File: src/rtl/ascp_pkg.sv
package ascp_pkg;

    // Framing characters
    localparam logic [7:0] CH_START = 8'h3E;
    localparam logic [7:0] CH_END   = 8'h0A;
    localparam logic [7:0] CH_SPACE = 8'h20;
    localparam logic [7:0] CH_MODE  = 8'h4D;
    localparam logic [7:0] CH_ZERO  = 8'h30;
    localparam logic [7:0] CH_NINE  = 8'h39;
    localparam logic [7:0] CH_FOUR  = 8'h34;

    // Width of the value field on the result stream
    localparam int PARAM_VALUE_W = 31;
    localparam int M_TDATA_W     = 48;

    typedef enum logic [2:0] {
        EV_DONE    = 3'd0,
        EV_UNKNOWN = 3'd1,
        EV_NOSPACE = 3'd2,
        EV_BADMODE = 3'd3,
        EV_NODIGIT = 3'd4,
        EV_NOEND   = 3'd5,
        EV_RESTART = 3'd6
    } ascp_event_t;

    typedef enum logic [4:0] {
        PH_IDLE  = 5'b00001,
        PH_CODE  = 5'b00010,
        PH_SPACE = 5'b00100,
        PH_VALUE = 5'b01000,
        PH_END   = 5'b10000
    } ascp_phase_t;

    // One result item
    typedef struct packed {
        ascp_event_t              ev;
        logic [7:0]               code;
        logic [PARAM_VALUE_W-1:0] value;
        logic                     last;
    } ascp_result_t;

    // Command letters and digits that open a valid setting command
    function automatic logic code_accepted(input logic [7:0] c);
        logic ok;
        case (c)
            "s", "q", "M", "R", "I", "E", "P", "T", "t", "S", "V", "G", "H", "A",
            "d", "D", "c", "C", "b", "B",
            "1", "2", "3", "4", "5", "6", "7", "8", "9": ok = 1'b1;
            default: ok = 1'b0;
        endcase
        return ok;
    endfunction

endpackage

File: src/rtl/ascii_setting_command_parser_unit.sv
// ASCII setting command parser. Takes one received byte per request on the s_ stream and
// parses frames of the form '>' code ' ' value '\n', reporting errors and completed commands
// as result requests on the m_ stream; m_tlast marks the last result a byte causes. A byte is
// held in an input register, parsed combinationally and its zero, one or two results loaded
// into a two-entry result buffer. While m_tready is high, bytes with at most one result stream
// at one per cycle; a byte with two results (an outcome followed by a restart on '>') holds off
// the next byte until the result buffer has drained one entry. A byte's first result is offered
// from the result buffer, which is loaded from the input register. Values saturate at
// 2^VALUE_BITS - 1, and m_tdata carries the low 31 bits.
module ascii_setting_command_parser_unit #(
    parameter int VALUE_BITS = 31
) (
    input  logic        aclk,
    input  logic        aresetn,
    input  logic        s_tvalid,
    output logic        s_tready,
    input  logic [7:0]  s_tdata,   // [7:0] rx_byte
    output logic        m_tvalid,
    input  logic        m_tready,
    output logic [47:0] m_tdata,   // [2:0] event_res, [10:3] param_code, [41:11] param_value
    output logic        m_tlast
);
    import ascp_pkg::*;

    // Input register
    logic                  in_valid_reg, in_valid_next;
    logic [7:0]            in_byte_reg, in_byte_next;
    // Parser state
    ascp_phase_t           phase_reg, phase_next;
    logic [7:0]            code_reg, code_next;
    logic [VALUE_BITS-1:0] acc_reg, acc_next;
    // Result buffer
    logic [1:0]            cnt_reg, cnt_next;
    ascp_result_t          slot0_reg, slot0_next;
    ascp_result_t          slot1_reg, slot1_next;

    ascp_phase_t           core_phase;
    logic [7:0]            core_code;
    logic [VALUE_BITS-1:0] core_acc;
    logic [1:0]            core_cnt;
    ascp_result_t          core_res0;
    ascp_result_t          core_res1;
    logic                  in_fire;
    logic                  pop;
    logic                  load;

    ascp_core #(
        .VALUE_BITS(VALUE_BITS)
    ) u_core (
        .phase      (phase_reg),
        .code       (code_reg),
        .acc        (acc_reg),
        .rx         (in_byte_reg),
        .phase_next (core_phase),
        .code_next  (core_code),
        .acc_next   (core_acc),
        .res_cnt    (core_cnt),
        .res0       (core_res0),
        .res1       (core_res1)
    );

    // Handshake
    assign pop      = m_tvalid && m_tready;
    assign load     = in_valid_reg && ((cnt_reg == 2'd0) || ((cnt_reg == 2'd1) && pop));
    assign s_tready = !in_valid_reg || load;
    assign in_fire  = s_tvalid && s_tready;

    // Capture the next byte
    always_comb begin
        in_valid_next = in_valid_reg;
        in_byte_next  = in_byte_reg;
        if (in_fire) begin
            in_valid_next = 1'b1;
            in_byte_next  = s_tdata;
        end else if (load) begin
            in_valid_next = 1'b0;
        end
    end

    // Advance parser state when the byte's results fit in the buffer
    always_comb begin
        phase_next = phase_reg;
        code_next  = code_reg;
        acc_next   = acc_reg;
        if (load) begin
            phase_next = core_phase;
            code_next  = core_code;
            acc_next   = core_acc;
        end
    end

    // Load or drain the result buffer
    always_comb begin
        cnt_next   = cnt_reg;
        slot0_next = slot0_reg;
        slot1_next = slot1_reg;
        if (load) begin
            cnt_next   = core_cnt;
            slot0_next = core_res0;
            slot1_next = core_res1;
        end else if (pop) begin
            cnt_next   = cnt_reg - 2'd1;
            slot0_next = slot1_reg;
        end
    end

    always_ff @(posedge aclk) begin
        if (!aresetn) begin
            in_valid_reg <= 1'b0;
            phase_reg    <= PH_IDLE;
            code_reg     <= '0;
            acc_reg      <= '0;
            cnt_reg      <= '0;
        end else begin
            in_valid_reg <= in_valid_next;
            phase_reg    <= phase_next;
            code_reg     <= code_next;
            acc_reg      <= acc_next;
            cnt_reg      <= cnt_next;
        end
        in_byte_reg <= in_byte_next;
        slot0_reg   <= slot0_next;
        slot1_reg   <= slot1_next;
    end

    // Result stream
    assign m_tvalid = (cnt_reg != 2'd0);
    assign m_tdata  = {6'd0, slot0_reg.value, slot0_reg.code, slot0_reg.ev};
    assign m_tlast  = slot0_reg.last;

endmodule

File: src/rtl/ascp_core.sv
module ascp_core #(
    parameter int VALUE_BITS = 31
) (
    input  ascp_pkg::ascp_phase_t  phase,
    input  logic [7:0]             code,
    input  logic [VALUE_BITS-1:0]  acc,
    input  logic [7:0]             rx,
    output ascp_pkg::ascp_phase_t  phase_next,
    output logic [7:0]             code_next,
    output logic [VALUE_BITS-1:0]  acc_next,
    output logic [1:0]             res_cnt,
    output ascp_pkg::ascp_result_t res0,
    output ascp_pkg::ascp_result_t res1
);
    import ascp_pkg::*;

    localparam int WIDE_W = VALUE_BITS + 4;

    logic                     is_digit;
    logic                     is_mode_digit;
    logic [WIDE_W-1:0]        acc_ext;
    logic [WIDE_W-1:0]        acc_mac;
    logic [VALUE_BITS-1:0]    acc_sat;
    logic [31:0]              acc_32;
    logic                     has_prim;
    ascp_event_t              prim_ev;
    logic [PARAM_VALUE_W-1:0] prim_val;
    ascp_phase_t              phase_step;
    logic                     restart;

    assign is_digit      = (rx >= CH_ZERO) && (rx <= CH_NINE);
    assign is_mode_digit = (rx >= CH_ZERO) && (rx <= CH_FOUR);

    // Multiply by ten with shift-add, then saturate
    assign acc_ext = WIDE_W'(acc);
    assign acc_mac = (acc_ext << 3) + (acc_ext << 1) + WIDE_W'(rx[3:0]);
    assign acc_sat = (|acc_mac[WIDE_W-1:VALUE_BITS]) ? '1 : acc_mac[VALUE_BITS-1:0];
    assign acc_32  = 32'(acc);

    // Phase step and primary outcome
    always_comb begin
        phase_step = phase;
        code_next  = code;
        acc_next   = acc;
        has_prim   = 1'b0;
        prim_ev    = EV_DONE;
        prim_val   = '0;
        case (phase)
            PH_IDLE: begin
                if (rx == CH_START) phase_step = PH_CODE;
            end
            PH_CODE: begin
                acc_next = '0;
                if (code_accepted(rx)) begin
                    code_next  = rx;
                    phase_step = PH_SPACE;
                end else begin
                    code_next  = '0;
                    phase_step = PH_IDLE;
                    has_prim   = 1'b1;
                    prim_ev    = EV_UNKNOWN;
                end
            end
            PH_SPACE: begin
                if (rx == CH_SPACE) begin
                    phase_step = PH_VALUE;
                end else begin
                    phase_step = PH_IDLE;
                    has_prim   = 1'b1;
                    prim_ev    = EV_NOSPACE;
                end
            end
            PH_VALUE: begin
                if (code == CH_MODE) begin
                    if (is_mode_digit) begin
                        acc_next   = VALUE_BITS'(rx[2:0]);
                        phase_step = PH_END;
                    end else begin
                        phase_step = PH_IDLE;
                        has_prim   = 1'b1;
                        prim_ev    = EV_BADMODE;
                    end
                end else if (is_digit) begin
                    acc_next = acc_sat;
                end else if (rx == CH_END) begin
                    phase_step = PH_IDLE;
                    has_prim   = 1'b1;
                    prim_ev    = EV_DONE;
                    prim_val   = acc_32[PARAM_VALUE_W-1:0];
                end else begin
                    phase_step = PH_IDLE;
                    has_prim   = 1'b1;
                    prim_ev    = EV_NODIGIT;
                end
            end
            PH_END: begin
                phase_step = PH_IDLE;
                has_prim   = 1'b1;
                if (rx == CH_END) begin
                    prim_ev  = EV_DONE;
                    prim_val = acc_32[PARAM_VALUE_W-1:0];
                end else begin
                    prim_ev = EV_NOEND;
                end
            end
            default: begin
                phase_step = PH_IDLE;
            end
        endcase
    end

    // Start character in mid-frame restarts the frame
    assign restart    = (rx == CH_START) && (phase_step != PH_CODE);
    assign phase_next = restart ? PH_CODE : phase_step;
    assign res_cnt    = {1'b0, has_prim} + {1'b0, restart};

    // Order results: primary outcome first, restart after it
    always_comb begin
        res1.ev    = EV_RESTART;
        res1.code  = code_next;
        res1.value = '0;
        res1.last  = 1'b1;
        if (has_prim) begin
            res0.ev    = prim_ev;
            res0.code  = code_next;
            res0.value = prim_val;
            res0.last  = !restart;
        end else begin
            res0 = res1;
        end
    end

endmodule

File: config.mk
export PLATFORM = sky130hd
export DESIGN_NAME = ascii_setting_command_parser_unit
export DESIGN_NICKNAME = d
export VERILOG_FILES = /design/src/rtl/ascp_pkg.sv /design/src/rtl/ascii_setting_command_parser_unit.sv /design/src/rtl/ascp_core.sv
export SDC_FILE = /design/constraint.sdc
export NUM_CORES = 1
export LEC_CHECK = 0
export BUFFER_PORTS_ARGS = -buffer_cell sky130_fd_sc_hd__buf_2
export CAP_MARGIN = 5
export CORE_MARGIN = 2
export CORE_UTILIZATION = 55
export DETAILED_ROUTE_END_ITERATION = 12
export PLACE_DENSITY = 0.73
export RECOVER_POWER = 25
export SYNTH_ARGS = -nofsm -noshare
export SYNTH_HDL_FRONTEND = slang
export SYNTH_SLANG_ARGS = --single-unit
File: constraint.sdc
create_clock -name aclk -period 5.5 [get_ports aclk]
set_clock_uncertainty 0.05 [all_clocks]
set_input_delay 1.375 -clock aclk [delete_from_list [all_inputs] [get_ports aclk]]
set_output_delay 1.375 -clock aclk [all_outputs]
set_load 0.02 [all_outputs]
; Word level (Yosys, flattened, before mapping)
; Memory sizes are Yosys's and may differ from the RTL's. A register that Yosys moved wholly into a read port is not among the register bits.
; Cells that the tools add are included.
[classes]
add_sub_neg = 4
order_cmp = 3
n_eq_ne = 13
mux = 43
n_reduce_logical = 18
[op_table]
columns = cell, n
row1 = 2-to-1 mux 31 bit, 7
row2 = 2-to-1 mux 43 bit, 3
row3 = case mux 31 bit (2 select lines), 2
row4 = adder 34 x 32 -> 35 bit, 1
row5 = adder 35 x 4 -> 35 bit, 1
row6 = 2-to-1 mux 5 bit, 5
row7 = case mux 5 bit (4 select lines), 1
row8 = == test 8 x 6 -> 1 bit (second input constant), 2
row9 = <= comparator 8 x 6 -> 1 bit (second input constant), 2
row10 = 2-to-1 mux 8 bit, 2
row11 = 2-to-1 mux 3 bit, 5
row12 = case mux 3 bit (4 select lines), 1
row13 = 2-to-1 mux 1 bit, 10
row14 = == test 8 x 4 -> 1 bit (second input constant), 1
row15 = == test 8 x 7 -> 1 bit (second input constant), 1
row16 = greater-or-equal comparator 8 x 6 -> 1 bit (second input constant), 1
row17 = 2-to-1 mux 2 bit, 4
row18 = nonzero test 2 bit, 4
row19 = logical AND 1 bit, 7
row20 = 2-to-1 mux 7 bit, 1
row21 = == test 5 x 1 -> 1 bit (second input constant), 1
row22 = == test 5 x 2 -> 1 bit (second input constant), 1
row23 = == test 5 x 3 -> 1 bit (second input constant), 1
row24 = == test 5 x 4 -> 1 bit (second input constant), 1
row25 = other kinds (14), 16
[totals]
register_bits = 106
romBits = 128
input_bits = 12
elab_cells = 93
n_memories = 1
[mem_list]
columns = name, depth, word_bits, read_ports, rd_clocked_by_memory_dff, write_ports, line
row1 = (name not given), 128, 1, 1, 1, 0, ascp_pkg.sv:45  ; case (c)

; Logic depth before layout (Yosys ltp)
; Gate-level depths: netlist (run 1).
[depth]
depth_word = 10
ltp_mapped = 13
ltp_nobuf = 11

; Cells and area by module
; A second synthesis (run 1) with hierarchy kept.
[hier_totals]
hier_cells = 918
area_unflattened_um2 = 9296.4
[modules_own_cells]
columns = module, n_inst, cells_per_inst, area_each_um2, seq_area_each_um2
row1 = ascii_setting_command_parser_unit, 1, 374, 5408.9, 3763.6
row2 = ascp_core, 1, 544, 3887.5, 0.0

; Least setup slack after synthesis (run 1)
; OpenSTA, ideal clock, no wires.
[synth_timing]
path_kind = register to register
startpoint = register in_byte_reg[3]
endpoint = register acc_reg[19]
arrival_ns = 3.628
required_time_ns = 5.330
slack_ns = 1.703
path_stages_with_launch = 13
period_less_slack_ns = 3.797
cell_sequence = edfxtp_1 > fa_1 > fa_1 > a21o_1 > a221o_1 > a21oi_4 > nor2_1 > o32a_1 > a2111o_1 > and2_1 > buf_6 > buf_6 > a211o_1
[synth_via]
elab_chain_len = 6
word_cells_on_any_way = 14
cone_classes = add/sub: 1 / order compare: 3 / eq/ne: 2 / mux: 4 / reduce/logical: 4
[synth_rtl]
columns = item, line
row1 = from (decl), ascii_setting_command_parser_unit.sv:27  ; logic [7:0] in_byte_reg, in_byte_next;
row2 = from (signal assigned), ascii_setting_command_parser_unit.sv:121  ; in_byte_reg <= in_byte_next;
row3 = adder 35 x 4 -> 35 bit, ascp_core.sv:36  ; assign acc_mac = (acc_ext << 3) + (acc_ext << 1) + WIDE_W'(rx[3:0]);
row4 = OR reduction 4 bit, ascp_core.sv:37  ; assign acc_sat = (|acc_mac[WIDE_W-1:VALUE_BITS]) ? '1 : acc_mac[VALUE_BITS-1:0];
row5 = 2-to-1 mux 31 bit, ascp_core.sv:37
row6 = 2-to-1 mux 31 bit, ascp_core.sv:83  ; end else if (is_digit) begin
row7 = 2-to-1 mux 31 bit, ascp_core.sv:74  ; if (code == CH_MODE) begin
row8 = case mux 31 bit (2 select lines), ascp_core.sv:48  ; case (phase)
row9 = to (signal assigned), ascii_setting_command_parser_unit.sv:118  ; acc_reg <= acc_next;
row10 = to (decl), ascii_setting_command_parser_unit.sv:31  ; logic [VALUE_BITS-1:0] acc_reg, acc_next;
; Parallel ways exist; a longest one is shown, timed or not. The select of a mux whose other input is x is not followed.
; A chain may end at the register's enable or synchronous reset.

; Worst setup path in the final report (run 1)
[layout_timing]
startpoint = register in_byte_reg[3]
endpoint = register acc_reg[10]
; The elaborated chain is that of the path after synthesis.

==> impl_metrics.yaml, run 1 <==
run_status:
  status: "complete, no violations"
timing:
  max_freq_mhz: 231
  fin_crit_sh: 0.788
  hold_viol: 0
  worstMarginPinSlew_ns: 1.13
  holdWs_ns: 0.426
  setup_tns_ns: 0
  slew_headroom: 0.243
  slew_violations: 0
  setup_slack_ns: 1.17
  rsz0062_at_grt: "false"
  post-route-min-period_ns: 4.33
  setup_viol: 0
clock_network:
  cts_resized: 0
  numCtsBuffers: 9
  postCtsSetupBuffers: 0
  hold_buffers: 0
  cts_root_buf: "clkbuf_16"
  h-tree-depth: 3
  clk_pin_slew_worst_paths_ns: 0.08
  cts_tree: "done"
  cts_max_path_buffers: 2
  clock_latency_ns: 0.36
  cts.sinks: 107
routing:
  post-route-drc-count: 0
  num_vias: 5357
  drt_pre_antenna_iters: 5
  avgViaCountPerCell: 6.10
  wl_per_cell_microns: 17.0
  finalWirelength_microns: 14900
  ant_nets: 0
  initialDrtViolationCount: 394
power_and_ir_drop:
  p_int_uw: 1350
  power_frac_comb: 0.121
  finalPower_uw: 1850
  power_density_mw_per_mm2: 254
  power_switching_share: 0.273
  power.switching_uw: 505
  p_seq_frac: 0.511
  vdd_drop_max_uv: 150
  power_frac_clock: 0.368
  power_leakage_uw: 0.00320
cells_and_area:
  synthToLayoutAreaGrowth_pct: 8.93
  nFillCells: 978
  drive_gt1_frac: 0.0863
  final_cell_mix: "64 x nand2_1, 64 x ha_1, 59 x edfxtp_1"
  largest_register_ffs: 42
  layoutNonFillerInstCount: 878
  nets: 803
floorplan:
  die-area_sq_mm: 0.0131
  core_sq_mm: 0.0120
  die_w_microns: 114
  num_rows: 40
  start_util: 0.559
  ios: 63
  die_height_microns: 114
global_routing:
  antenna_found_initial: 1
  grt_usage: 0.236
  grt_max_degree: 44
  grt_pass1_vias: 4943
  grt_overflow: 0
  grt_pass1_wl_microns: 24700
yosys:
  syn_area_per_cell_sq_um: 9.72
  syn_area_sq_mm: 0.00669
  synthArstFlopShare: 0
  syn_inst: 688
  yosys_warnings: 0
  synth_edf_count: 59
  synth_cell_types: 68
  synth-seq-cells: 107
  ys.flop_type: "edfxtp_1"
  yosysSeqAreaShare: 0.409
place:
  place.gp.congestion: 0.917
  io_buffers: 56
  dp_worst_setup_slack_ns: 1.18
  dp_hpwl_microns: 10900
  place_inst: 861
critical_path:
  cp_data_arrival_time_ns: 4.52
  cp_slowest_stage_delay_ns: 0.57
  crit_family: "compound AO/OA/AOI/OAI gates"
  crit_chain: "fa_1 -> fa_1 -> a21o_1 -> a221o_1 -> a21oi_4 -> nor2_1 -> o32a_1 -> a2111o_1 -> and2_1 -> a221o_1"
  cp_max_fo: 24
  critical_path_buf_inv_count: 0
  cp_data_required_time_ns: 5.69
  crit_slowest_cell: "fa_1"
  critPathKind: "register to register"
  start_kind: "register"
  end_kind: "register"
flow_run:
  drv_cap: 0
hold_path:
  min_path_type: "register to register"
==> synthesized netlist by cell type (all sizes together) (10+ instances only) <==
master / count / area (sq um)
a21o: 12 / 90.1
a21oi: 44 / 231
a221o: 23 / 230
and2: 38 / 238
buf: 21 / 135
clkbuf: 19 / 71.3
dfxtp: 48 / 961
edfxtp: 59 / 1770
ha: 64 / 801
inv: 18 / 67.6
nand2: 65 / 244
nand4: 10 / 62.6
nor2: 51 / 191
nor3: 13 / 65.1
o21ai: 46 / 230
xnor2: 14 / 123
xor2: 12 / 105
==> path summary, 6_finish.rpt <==
kind / startpoint / to / slack, ns / cells after the start
max: in_byte_reg[3] / acc_reg[10] / 1.17 / 10
min: code_reg[7] / code_reg[7] / 0.43 / 2
min reg2reg: code_reg[7] / code_reg[7] / 0.43 / 2
max reg2reg: in_byte_reg[3] / acc_reg[10] / 1.17 / 10
==> per-layer routing <==
layer | share of wire | track usage
met1 | 0.48 | 0.341
met2 | 0.45 | 0.363
met3 | 0.056 | 0.0408
met4 | 0.017 | 0.0756
met5 | 0 | 0
==> kinds of logic after synthesis <==
group	synth area share
mux	0.0185
other cells	0.000561
xor+xnor	0.0341
buf+inv	0.0410
fa+ha+maj	0.126
simple gates	0.170
flops	0.409
compound gates	0.202
==> worst register-to-register path: stages (launching register included) <==
cell      delay, ns
edfxtp_1       0.51
fa_1           0.57
fa_1           0.48
a21o_1         0.21
a221o_1        0.38
a21oi_4        0.17
nor2_1         0.08
o32a_1         0.28
a2111o_1       0.53
and2_1         0.53
a221o_1        0.42
==> final cells by class <==
class / count / area (sq um) / share of cell area
multi-input combinational: 528 / 3700 / 0.509
sequential: 107 / 2730 / 0.375
timing repair buffer: 61 / 275 / 0.0378
clock buffer: 9 / 225 / 0.0309
tap: 147 / 184 / 0.0253
clock inverter: 7 / 90.1 / 0.0124
inverter: 18 / 67.6 / 0.00928
antenna: 1 / 2.50 / 0.000344
==> through the flow <==
stage               cell area, sq um  utilization
floorplan                       6700            -
global placement                7010        0.586
detailed placement              7010        0.586
CTS                             7320        0.612
global route                    7280        0.609
finish                          7280        0.609
==> power groups by stage <==
stage	Sequential, uW	Clock [uW]	Combinational [uW]
after floorplan	1010	0	112
after global placement	959	0	226
after detailed placement	963	0	231
after CTS	945	691	232
after global routing	952	724	244
final	946	682	224
Power figures use the tool's default switching activity.
==> run 2: changes to the inputs <==
Settings changed: CORE_UTILIZATION 55 to 54, PLACE_DENSITY 0.73 to 0.75.
Clock period 5.5 ns to 3.6 ns, I/O delays scaled along.
==> run 2 against run 1 <==
Against the previous run:
- clock power rose by 52%
- largest power group unchanged
- first-iteration DRC count rose by 7.4%
- final cell count rose by 5.1%
- global-route usage rose by 0.16 points
- fmax rose by 21%
- non-clock buffer count rose by 25
- register-to-register slack got worse by 1.2 ns
- critical endpoint is now acc_reg[15]
- count of clock-buffer cells in the layout rose by 2
- critical path depth rose by 1
- worst hold slack got worse by 0.029 ns
- power rose by 53%
==> impl_metrics.yaml, run 2 (same netlist as run 1, synthesis figures left out) <==
hold_path:
  worstHoldStart: "code_reg[7]"
  hold_depth: 2
  min_path_type: "register to register"
  min_to: "code_reg[7]"
critical_path:
  reg2reg_to: "acc_reg[15]"
  reg2reg_depth: 11
  critPathKind: "register to register"
  cp_data_required_time_ns: 3.80
  crit_chain: "fa_2 -> fa_2 -> a21o_1 -> a221o_1 -> a21o_1 -> a2111oi_2 -> a211oi_1 -> a2111o_1 -> and2_4 -> buf_12 -> a221o_1"
  cp_slowest_stage_delay_ns: 0.48
  cp_data_arrival_time_ns: 3.78
  start_kind: "register"
  r2r-start: "in_byte_reg[3]"
  cp_max_fo: 14
  end_kind: "register"
  critical_path_buf_inv_count: 1
  crit_slowest_cell: "fa_2"
  r2r_slack_ns: 0.01
  crit_family: "compound AO/OA/AOI/OAI gates"
timing:
  slew_headroom: 0.107
  worstMarginPinSlew_ns: 1.34
  fin_crit_sh: 0.996
  setup_tns_ns: 0
  hold_viol: 0
  setup_viol: 0
  post-route-min-period_ns: 3.59
  max_freq_mhz: 279
  holdWs_ns: 0.397
  slew_violations: 0
  rsz0062_at_grt: "true"
clock_network:
  clock_latency_ns: 0.36
  cts.sinks: 107
  cts_root_buf: "clkbuf_16"
  hold_buffers: 0
  clk_pin_slew_worst_paths_ns: 0.07
  cts_max_path_buffers: 2
  numCtsBuffers: 9
  h-tree-depth: 3
  cts_tree: "done"
place:
  dp_hpwl_microns: 11000
  place.gp.congestion: 0.950
  io_buffers: 56
power_and_ir_drop:
  power_density_mw_per_mm2: 375
  vdd_drop_max_uv: 239
  power_leakage_uw: 0.00335
routing:
  post-route-drc-count: 0
  avgViaCountPerCell: 5.87
  initialDrtViolationCount: 423
  wl_per_cell_microns: 16.5
  drt_pre_antenna_iters: 5
  finalWirelength_microns: 15200
  num_vias: 5416
  ant_nets: 0
floorplan:
  die_height_microns: 115
  core_sq_mm: 0.0121
  ios: 63
  die_w_microns: 115
  num_rows: 40
  die-area_sq_mm: 0.0133
  start_util: 0.554
cells_and_area:
  nFillCells: 1010
  drive_gt1_frac: 0.136
  nets: 828
  fin_util: 0.628
  layout_commonest_cell: "nand2_1"
  largest_register_ffs: 42
  final_cell_mix: "64 x nand2_1, 61 x ha_1, 59 x edfxtp_1"
  synthToLayoutAreaGrowth_pct: 13.3
  diodes: 0
global_routing:
  grt_pass1_wl_microns: 24900
  grt_overflow: 0
  antenna_found_initial: 0
  grt_pass1_vias: 5081
  grt_max_degree: 31
  grt_usage: 0.238
flow_run:
  drv_cap: 0
run_status:
  status: "complete, no violations"
## run 2: what timing repair did
item                       CTS  global route
pin swaps                    3            10
hold endpoints to repair     0             0
setup endpoints to repair   23            27
setup buffers                1             5
gates resized for setup      3             6
## run 2: cell type report
class	count	area [sq um]	share of cell area
inverter	18	67.6	0.00892
sequential	107	2730	0.361
timing repair buffer	86	487	0.0643
multi-input combinational	528	3770	0.497
tap	168	210	0.0278
clock buffer	11	243	0.0321
clock inverter	5	65.1	0.00859
## run 2: layer usage
| layer | vias up | track usage | share of wire | routed length [microns] |
|---|---|---|---|---|
| li1 | 2678 | - | - | - |
| met3 | 20 | 0.0416 | 0.049 | 741 |
| met2 | 154 | 0.375 | 0.46 | 6960 |
| met1 | 2564 | 0.335 | 0.48 | 7270 |
| met5 | - | 0 | 0 | 0 |
| met4 | 0 | 0.0739 | 0.017 | 256 |
## run 2: metrics by stage
step	setup slack, ns	total power (uW)	cell area [sq um]	instances
final	0.0139	2840	7570	923
after global routing	-0.0821	2950	7570	923
after CTS	0.0127	2860	7540	918
after detailed placement	-0.0486	1830	7220	901
after global placement	0.0449	1820	7220	901
after floorplan	-0.0423	1720	6730	693
## run 2: how the worst max path moves through the flow
stage	slack, ns	cells after the start	endpoint	start
2_1_floorplan	-0.04	13	acc_reg[19]	in_byte_reg[2]
3_3_place_gp	0.04	11	acc_reg[3]	in_byte_reg[3]
4_1_cts	0.01	11	acc_reg[15]	in_byte_reg[3]
3_5_place_dp	-0.05	11	acc_reg[8]	acc_reg[0]
6_report	0.01	11	acc_reg[15]	in_byte_reg[3]
5_1_grt	-0.08	11	acc_reg[6]	in_byte_reg[3]
## run 2: power by group
part	total [uW]	leakage [uW]	internal (uW)	switching, uW
Sequential	1440	0.000952	1400	35.7
Clock	1040	0.000151	568	472
Combinational	363	0.00225	107	255
Total	2840	0.00335	2080	763
## run 2: tightest hold or removal path: cells and delay by family, from the launching register on
family,cells,cell delay [ns]
and+or+nand+nor,2,0.09
DFF,1,0.32
